`config.mk`:
```
export PLATFORM = sky130hd
export DESIGN_NAME = accel_zero_calibrate_deadzone
export DESIGN_NICKNAME = d
export VERILOG_FILES = /design/src/rtl/core/azc_pkg.sv /design/src/rtl/core/azc_div.sv /design/src/rtl/core/accel_zero_calibrate_deadzone.sv
export SDC_FILE = /design/constraint.sdc
export NUM_CORES = 1
export LEC_CHECK = 0
export BUFFER_PORTS_ARGS = -buffer_cell sky130_fd_sc_hd__clkbuf_2
export CORE_ASPECT_RATIO = 1.75
export CORE_MARGIN = 3
export CORE_UTILIZATION = 60
export CTS_BUF_LIST = sky130_fd_sc_hd__clkbuf_8
export DETAILED_ROUTE_END_ITERATION = 8
export PLACE_DENSITY = 0.78
export SLEW_MARGIN = 20
export SYNTH_ARGS = -nofsm -noshare
export SYNTH_HDL_FRONTEND = slang
export SYNTH_SLANG_ARGS = --single-unit
```
`constraint.sdc`:
```
create_clock -name clk -period 4.5 [get_ports clk]
set_clock_uncertainty 0.2 [all_clocks]
set_input_delay 0.45 -clock clk [delete_from_list [all_inputs] [get_ports clk]]
set_output_delay 0.45 -clock clk [all_outputs]
set_load 0.01 [all_outputs]
```
`src/rtl/core/azc_pkg.sv`:
```
// Shared widths and constants for the accelerometer zero calibration block.
`timescale 1ns / 1ps
`default_nettype none
package azc_pkg;

	// Field and state widths
	localparam int SAMPLE_W = 16;
	localparam int VPG_W    = 16;
	localparam int IGN_W    = 8;
	localparam int SUM_W    = 22;
	localparam int CNT_W    = 9;
	localparam int CFG_W    = 16;
	localparam int CFG_IDX_W = 2;

	// Shared divider: dividend is |diff| << 8 or the running sum
	localparam int DIV_W     = 24;
	localparam int DVS_W     = 16;
	localparam int DIV_CNT_W = $clog2(DIV_W);

	// Defaults
	localparam int CAL_SAMPLES_DEF = 64;
	localparam logic [VPG_W-1:0] VPG_RESET = 16'd10000;
	localparam logic [IGN_W-1:0] IGN_RESET = 8'd10;

	// Register indexes
	localparam logic [CFG_IDX_W-1:0] REG_VOLTS_PER_G  = 2'd0;
	localparam logic [CFG_IDX_W-1:0] REG_IGNORE_COUNT = 2'd1;

endpackage
`default_nettype wire

```
`src/rtl/core/azc_div.sv`:
```
// Bit-serial restoring divider, one quotient bit per cycle.
`timescale 1ns / 1ps
`default_nettype none
module azc_div (
	input  wire logic                          clk,
	input  wire logic                          arst_n,
	input  wire logic                          start,
	input  wire logic [azc_pkg::DIV_W-1:0]     dividend,
	input  wire logic [azc_pkg::DVS_W-1:0]     divisor,
	output logic                               done,
	output logic [azc_pkg::DIV_W-1:0]          quotient
);

	logic                              busy_q;
	logic                              done_q;
	logic [azc_pkg::DIV_CNT_W-1:0]     cnt_q;
	logic [azc_pkg::DIV_W-1:0]         quo_q;
	logic [azc_pkg::DVS_W-1:0]         rem_q;
	logic [azc_pkg::DVS_W-1:0]         dvs_q;

	logic [azc_pkg::DVS_W:0]           trial;
	logic [azc_pkg::DVS_W+1:0]         diff;
	logic                              ge;

	// Shift in next dividend bit and try a subtract
	always_comb begin
		trial = {rem_q, quo_q[azc_pkg::DIV_W-1]};
		diff  = {1'b0, trial} - {2'b00, dvs_q};
		ge    = ~diff[azc_pkg::DVS_W+1];
	end

	// Control
	always_ff @(posedge clk or negedge arst_n) begin
		if (!arst_n) begin
			busy_q <= 1'b0;
			done_q <= 1'b0;
			cnt_q  <= '0;
		end else begin
			done_q <= 1'b0;
			if (start) begin
				busy_q <= 1'b1;
				cnt_q  <= '0;
			end else if (busy_q) begin
				cnt_q <= cnt_q + 1'b1;
				if (cnt_q == azc_pkg::DIV_CNT_W'(azc_pkg::DIV_W - 1)) begin
					busy_q <= 1'b0;
					done_q <= 1'b1;
				end
			end
		end
	end

	// Datapath
	always_ff @(posedge clk) begin
		if (start) begin
			quo_q <= dividend;
			rem_q <= '0;
			dvs_q <= divisor;
		end else if (busy_q) begin
			quo_q <= {quo_q[azc_pkg::DIV_W-2:0], ge};
			rem_q <= ge ? diff[azc_pkg::DVS_W-1:0] : trial[azc_pkg::DVS_W-1:0];
		end
	end

	assign done     = done_q;
	assign quotient = quo_q;

endmodule
`default_nettype wire

```
`src/rtl/core/accel_zero_calibrate_deadzone.sv`:
```
// Accelerometer zero calibration: sequencer, calibration state and output stage.
//
// Usage: one sample enters on the input channel (in_valid / in_stall) and one
// result leaves on the output channel (out_valid / out_stall); a transfer
// happens when valid is high and stall is low. Configuration is a plain
// write port (cfg_we, cfg_index, cfg_data): index 0 is volts_per_g,
// index 1 is ignore_count, other indexes are ignored.
// Flow: a sample that is discarded, accumulated or falls in the dead band
// passes through the CALC and OUT states to the output register. The last
// calibration sample and every sample outside the dead band while
// volts_per_g is nonzero also go through the shared bit-serial divider
// (one quotient bit per cycle) in the DIV state between CALC and OUT.
// in_stall is high from the input transfer until the result is handed to
// the output register, so one sample is in work at a time.
// If the receiver stalls, the result waits in the output register; the next
// sample may still be taken and is held back only at its own hand-off.
// Reset: volts_per_g = 10000, ignore_count = 10, calibration restarts,
// band empty, zero level 0, output channel empty.
`timescale 1ns / 1ps
`default_nettype none
module accel_zero_calibrate_deadzone #(
	parameter int CAL_SAMPLES = azc_pkg::CAL_SAMPLES_DEF
) (
	input  wire logic                              clk,
	input  wire logic                              arst_n,
	input  wire logic                              cfg_we,
	input  wire logic [azc_pkg::CFG_IDX_W-1:0]     cfg_index,
	input  wire logic [azc_pkg::CFG_W-1:0]         cfg_data,
	input  wire logic                              in_valid,
	output logic                                   in_stall,
	input  wire logic [azc_pkg::SAMPLE_W-1:0]      sample,
	output logic                                   out_valid,
	input  wire logic                              out_stall,
	output logic signed [azc_pkg::SAMPLE_W-1:0]    accel,
	output logic                                   calibrated,
	output logic                                   in_dead_band,
	output logic                                   saturated
);

	localparam int SW  = azc_pkg::SAMPLE_W;
	localparam int LW  = azc_pkg::CNT_W + 1;

	typedef enum logic [3:0] {
		ST_IDLE = 4'b0001,
		ST_CALC = 4'b0010,
		ST_DIV  = 4'b0100,
		ST_OUT  = 4'b1000
	} state_t;

	state_t                         state_q;
	logic [azc_pkg::VPG_W-1:0]      vpg_q;
	logic [azc_pkg::IGN_W-1:0]      ign_q;
	logic [azc_pkg::CNT_W-1:0]      cnt_q;
	logic [azc_pkg::SUM_W-1:0]      sum_q;
	logic [SW-1:0]                  low_q;
	logic [SW-1:0]                  high_q;
	logic [SW-1:0]                  zero_q;
	logic                           done_q;
	logic [SW-1:0]                  s_q;
	logic                           neg_q;
	logic                           zdiv_q;

	// Pending result
	logic [SW-1:0]                  res_accel_q;
	logic                           res_cal_q;
	logic                           res_dead_q;
	logic                           res_sat_q;

	// Output register
	logic                           out_valid_q;
	logic [SW-1:0]                  out_accel_q;
	logic                           out_cal_q;
	logic                           out_dead_q;
	logic                           out_sat_q;

	// Combinational helpers
	logic                           in_xfer;
	logic                           out_free;
	logic                           accum;
	logic                           last_cal;
	logic [LW-1:0]                  limit;
	logic [LW-1:0]                  cnt_p1;
	logic [azc_pkg::SUM_W:0]        sum_ext;
	logic [azc_pkg::SUM_W-1:0]      sum_next;
	logic                           dead;
	logic                           neg;
	logic [SW-1:0]                  mag;
	logic                           div_start;
	logic [azc_pkg::DIV_W-1:0]      div_dividend;
	logic [azc_pkg::DVS_W-1:0]      div_divisor;
	logic                           div_done;
	logic [azc_pkg::DIV_W-1:0]      div_quo;

	assign in_xfer  = (state_q == ST_IDLE) && in_valid;
	assign in_stall = (state_q != ST_IDLE);
	assign out_free = !out_valid_q || !out_stall;

	// Calibration window and saturating sum
	always_comb begin
		limit    = LW'(ign_q) + LW'(CAL_SAMPLES);
		cnt_p1   = LW'(cnt_q) + 1'b1;
		accum    = cnt_q >= azc_pkg::CNT_W'(ign_q);
		last_cal = accum && (cnt_p1 >= limit);
		sum_ext  = (azc_pkg::SUM_W+1)'(sum_q) + (azc_pkg::SUM_W+1)'(s_q);
		sum_next = sum_ext[azc_pkg::SUM_W] ? '1 : sum_ext[azc_pkg::SUM_W-1:0];
	end

	// Dead band test and magnitude of the offset-corrected sample
	always_comb begin
		dead = (s_q > low_q) && (s_q < high_q);
		neg  = s_q < zero_q;
		mag  = neg ? (zero_q - s_q) : (s_q - zero_q);
	end

	// Divider request: zero level or scaled sample
	always_comb begin
		div_start    = 1'b0;
		div_dividend = {mag, 8'h00};
		div_divisor  = vpg_q;
		if (state_q == ST_CALC) begin
			if (!done_q) begin
				div_start    = last_cal;
				div_dividend = azc_pkg::DIV_W'(sum_next);
				div_divisor  = azc_pkg::DVS_W'(CAL_SAMPLES);
			end else begin
				div_start = !dead && (vpg_q != '0);
			end
		end
	end

	azc_div u_div (
		.clk      (clk),
		.arst_n   (arst_n),
		.start    (div_start),
		.dividend (div_dividend),
		.divisor  (div_divisor),
		.done     (div_done),
		.quotient (div_quo)
	);

	// Configuration registers
	always_ff @(posedge clk or negedge arst_n) begin
		if (!arst_n) begin
			vpg_q <= azc_pkg::VPG_RESET;
			ign_q <= azc_pkg::IGN_RESET;
		end else if (cfg_we) begin
			case (cfg_index)
				azc_pkg::REG_VOLTS_PER_G:  vpg_q <= cfg_data[azc_pkg::VPG_W-1:0];
				azc_pkg::REG_IGNORE_COUNT: ign_q <= cfg_data[azc_pkg::IGN_W-1:0];
				default: ;
			endcase
		end
	end

	// Sample capture
	always_ff @(posedge clk) begin
		if (in_xfer) begin
			s_q <= sample;
		end
	end

	// Sequencer and calibration state
	always_ff @(posedge clk or negedge arst_n) begin
		if (!arst_n) begin
			state_q     <= ST_IDLE;
			cnt_q       <= '0;
			sum_q       <= '0;
			low_q       <= '1;
			high_q      <= '0;
			zero_q      <= '0;
			done_q      <= 1'b0;
			neg_q       <= 1'b0;
			zdiv_q      <= 1'b0;
			res_accel_q <= '0;
			res_cal_q   <= 1'b0;
			res_dead_q  <= 1'b0;
			res_sat_q   <= 1'b0;
		end else begin
			case (state_q)
				ST_IDLE: begin
					if (in_xfer) begin
						state_q <= ST_CALC;
					end
				end
				ST_CALC: begin
					res_accel_q <= '0;
					res_cal_q   <= done_q;
					res_dead_q  <= 1'b0;
					res_sat_q   <= 1'b0;
					neg_q       <= neg;
					zdiv_q      <= !done_q;
					if (!done_q) begin
						// Discard or accumulate
						if (accum) begin
							sum_q <= sum_next;
							if (s_q < low_q) begin
								low_q <= s_q;
							end
							if (s_q > high_q) begin
								high_q <= s_q;
							end
						end
						if (last_cal) begin
							state_q <= ST_DIV;
						end else begin
							cnt_q   <= cnt_q + 1'b1;
							state_q <= ST_OUT;
						end
					end else if (dead) begin
						res_dead_q <= 1'b1;
						state_q    <= ST_OUT;
					end else if (vpg_q == '0) begin
						// No sensitivity: any offset clips
						if (mag != '0) begin
							res_sat_q   <= 1'b1;
							res_accel_q <= neg ? {1'b1, {(SW-1){1'b0}}}
							                   : {1'b0, {(SW-1){1'b1}}};
						end
						state_q <= ST_OUT;
					end else begin
						state_q <= ST_DIV;
					end
				end
				ST_DIV: begin
					if (div_done) begin
						if (zdiv_q) begin
							// Fix the zero level
							zero_q <= (div_quo[azc_pkg::DIV_W-1:SW] != '0) ? '1
							                                                : div_quo[SW-1:0];
							done_q <= 1'b1;
						end else if (!neg_q) begin
							if (div_quo[azc_pkg::DIV_W-1:SW-1] != '0) begin
								res_sat_q   <= 1'b1;
								res_accel_q <= {1'b0, {(SW-1){1'b1}}};
							end else begin
								res_accel_q <= div_quo[SW-1:0];
							end
						end else begin
							if ((div_quo[azc_pkg::DIV_W-1:SW] != '0) ||
							    (div_quo[SW-1] && (div_quo[SW-2:0] != '0))) begin
								res_sat_q   <= 1'b1;
								res_accel_q <= {1'b1, {(SW-1){1'b0}}};
							end else begin
								res_accel_q <= -div_quo[SW-1:0];
							end
						end
						state_q <= ST_OUT;
					end
				end
				ST_OUT: begin
					if (out_free) begin
						state_q <= ST_IDLE;
					end
				end
				default: begin
					state_q <= ST_IDLE;
				end
			endcase
		end
	end

	// Output register
	always_ff @(posedge clk or negedge arst_n) begin
		if (!arst_n) begin
			out_valid_q <= 1'b0;
		end else if ((state_q == ST_OUT) && out_free) begin
			out_valid_q <= 1'b1;
		end else if (!out_stall) begin
			out_valid_q <= 1'b0;
		end
	end

	always_ff @(posedge clk) begin
		if ((state_q == ST_OUT) && out_free) begin
			out_accel_q <= res_accel_q;
			out_cal_q   <= res_cal_q;
			out_dead_q  <= res_dead_q;
			out_sat_q   <= res_sat_q;
		end
	end

	assign out_valid    = out_valid_q;
	assign accel        = out_accel_q;
	assign calibrated   = out_cal_q;
	assign in_dead_band = out_dead_q;
	assign saturated    = out_sat_q;

endmodule
`default_nettype wire
```
==> impl_metrics.py <==
metrics = {
    "outcome": {
        "status": "finished clean",
    },
    "drt": {
        "drc": 0,
        "drtIter0Drc": 778,
        "wl_per_cell_um": 21.60,
        "detail-route-antenna-nets": 0,
        "wl_mm": 42.92,
        "firstDrtPassIters": 6,
        "vias_per_cell": 6.207,
        "vias": 12330,
    },
    "pwr": {
        "power_density_nw_per_um2": 491.2,
        "p_clk_share_pct": 22.5,
        "p_leak_nw": 7.292,
        "ir_drop_uv": 404.2,
        "seq_power_share_pct": 33.9,
        "p_int_mw": 4.807,
        "switchingPower_mw": 3.248,
        "power_frac_comb_pct": 43.6,
        "sw_frac_of_total_pct": 40.32,
    },
    "die": {
        "die_x_um": 123.3,
        "fp.dieH_um": 211.3,
        "dieArea_um2": 26050,
        "coreArea_um2": 23520,
        "io_pins": 60,
        "start_util_pct": 61.44,
        "rows": 74,
    },
    "worst_setup_path": {
        "end_kind": "flop",
        "worstPathBufferInverterCount": 4,
        "critPathMostFrequentCell": "inv_1",
        "crit_chain": "inv_1, ha_1, inv_1, fa_1, a211oi_2, or3_1, a21oi_1, buf_4, o221ai_1, nor3b_1, nor4_1, nand4_2, o311ai_4, buf_12, nand2_1",
        "slowest_stage": "a21oi_1",
        "worstPathMaxFanout": 14,
        "critPathMaxStageDelay_ns": 0.61,
        "arrival_ns": 4.54,
        "crit_type": "reg2reg",
        "required_ns": 4.72,
        "critPathLaunchType": "flop",
        "r2r_slack_ns": 0.18,
        "cpLargestDelayFamily": "simple AND/OR/NAND/NOR gates",
    },
    "worst_hold_path": {
        "hold_class": "in2reg",
    },
    "clock_network": {
        "cts_sinks": 228,
        "path_clk_slew_ns": 0.06,
        "clockBufferDepth": 3,
        "cts_setup_buffers": 0,
        "numCtsBuffers": 36,
        "cts_tree": "done",
        "clk_latency_ns": 0.57,
        "clockRootBuffer": "clkbuf_8",
        "htreeDepth": 2,
    },
    "placement": {
        "io_buffer_count": 59,
        "hpwl_mm": 32.40,
        "routabilityCongestion": 1.033,
    },
    "global_route": {
        "grt_overflow_total": 0,
        "track_usage_pct": 33.33,
        "grt_max_degree": 78,
        "grt_antenna_before_repair": 2,
        "grt_pass1_wl_mm": 66.76,
        "grt_pass1_vias": 12590,
    },
    "synth": {
        "synthArstFlopShare_pct": 60.09,
        "synthCells": 1533,
        "synth-seq-cells": 228,
        "yosysWarnings": 0,
        "synth_common_cells": "inv_1, o21ai_0, ha_1, nor2_1, dfrtp_1",
        "synth_area_leaders": "dfrtp_1, edfxtp_1, ha_1",
        "synth_top_area_share_pct": 19.57,
        "synth-edff-count": 75,
        "synthFlopType": "dfrtp_1",
        "syn_area_per_cell_um2": 9.426,
        "synth_top_area_cell": "dfrtp_1",
        "yosys.cell_types.count": 83,
        "yosys.cell_count.top_type": "inv_1",
        "yosysSeqAreaShare_pct": 41.74,
        "syn_nets": 1694,
        "syn_area_um2": 14450,
    },
    "sta": {
        "setup_tns_ns": 0,
        "min_period_ns": 4.315,
        "slew_violations": 0,
        "relSlewSlack_pct": 25.85,
        "fin_crit_sh_pct": 95.90,
        "worstMarginPinSlew_ns": 1.112,
        "fmax_mhz": 231.7,
        "whs_ns": 0.1782,
        "rsz0062_at_grt": "false",
        "final-hold-violation-count": 0,
        "finalSetupViolCount": 0,
    },
    "cells_and_area": {
        "final_nets": 1814,
        "fillCellCount": 1839,
        "areaGrowthSynthToFinish_pct": 13.49,
        "drive_gt1_share_pct": 15.29,
    },
    "job": {
        "drv_cap": 0,
    },
}
## sequential cells by signal, indices dropped and copies added (netlist names), 4 cells and up
| name | cells |
|---|---|
| high_q | 16 |
| accel | 16 |
| vpg_q | 16 |
| s_q | 16 |
| cnt_q | 9 |
| u_div.dvs_q | 16 |
| u_div.cnt_q | 5 |
| u_div.quotient | 24 |
| low_q | 16 |
| res_accel_q | 16 |
| sum_q | 22 |
| zero_q | 16 |
| state_q | 4 |
| u_div.rem_q | 16 |
| ign_q | 8 |
## layout by cell type, fill, tap and decap left out, drive strengths merged, types with 22 or more instances in the layout
master	count
a211oi	36
a21o	27
a21oi	82
a31oi	22
and2	24
buf	53
clkbuf	103
dfrtp	113
dfstp	24
dlygate4sd3	35
edfxtp	75
ha	118
inv	148
mux2	39
mux2i	23
nand2	113
nand3	40
nand4	23
nor2	118
nor3	45
o21ai	125
xor2	25
## path summary, 6_finish.rpt
| kind | start | cells after the start | end |
|---|---|---|---|
| worst max register to register | s_q[0] | 15 | res_accel_q[8] |
| worst min-delay path | cfg_index[1] | 3 | vpg_q[8] |
| min in group asynchronous | arst_n | 2 | high_q[13] |
| worst min register to register | res_accel_q[0] | 0 | accel[0] |
| worst max-delay path | s_q[0] | 15 | res_accel_q[8] |
| max in group asynchronous | arst_n | 3 | vpg_q[13] |
## cells by family after synthesis
family / after synthesis / synth area share [%]
XOR/XNOR: 42 / 2.546
AND/OR/NAND/NOR: 464 / 15.87
adder cells (fa/ha/maj): 122 / 10.77
multiplexers: 62 / 4.632
buffers and inverters: 195 / 5.282
AO/OA/AOI/OAI: 420 / 19.16
flip-flops: 228 / 41.74
## final cells by class
type | instances | area, um^2 | share of cell area, %
Multi-Input combinational cell | 1110 | 7691 | 46.90
Clock buffer | 45 | 619.3 | 3.777
Antenna cell | 2 | 5.005 | 0.03052
Tap cell | 304 | 380.4 | 2.319
Clock inverter | 21 | 113.9 | 0.6943
Sequential cell | 228 | 6031 | 36.77
Timing Repair Buffer | 146 | 1067 | 6.508
Inverter | 131 | 491.7 | 2.998
## power groups by stage
stage                     registers [mW]  logic [mW]  clock network [mW]
final                               2.73        3.51                1.81
after global routing                2.77        3.85                1.92
after CTS                           2.72        3.46                1.84
after detailed placement            2.76        3.40                   0
after global placement              2.74        3.34                   0
after floorplan                     2.70        2.36                   0
## layer usage
metal  track usage [%]  vias up  routed length, um
met5                 0        -                  0
met4             24.17        0               3622
met3             5.426      172               2034
met2             59.94      450              22410
met1             34.00     5887              14850
li1                  -     5824                  -
## stage by stage
stage | cells | utilization (%) | total power [mW] | area (um^2) | setup slack, ns
2_1_floorplan | 1533 | - | 5.060 | 14450 | 0.6680
3_3_place_gp | 1884 | 65.04 | 6.087 | 15300 | 0.3500
3_5_place_dp | 1884 | 65.04 | 6.164 | 15300 | 0.1707
4_1_cts | 1985 | 69.65 | 8.014 | 16380 | 0.1535
5_1_grt | 1987 | 69.73 | 8.528 | 16400 | 0.004553
6_report | 1987 | 69.73 | 8.055 | 16400 | 0.1845
## what timing repair did
item / 4_1_cts / 5_1_grt
resized for setup: 0 / 4
setup endpoints to repair: 0 / 13
hold endpoints to repair: 105 / 0
hold buffers: 35 / 0
## worst register-to-register path, delay by kind of cell, from the launching register on
kind	cells	cell delay, ns
adder cells (fa/ha/maj)	2	0.44
AO/OA/AOI/OAI	4	1.15
flip-flops	1	0.44
buffers and inverters	4	0.64
AND/OR/NAND/NOR	5	1.31
(Power assumes the default switching activity.)
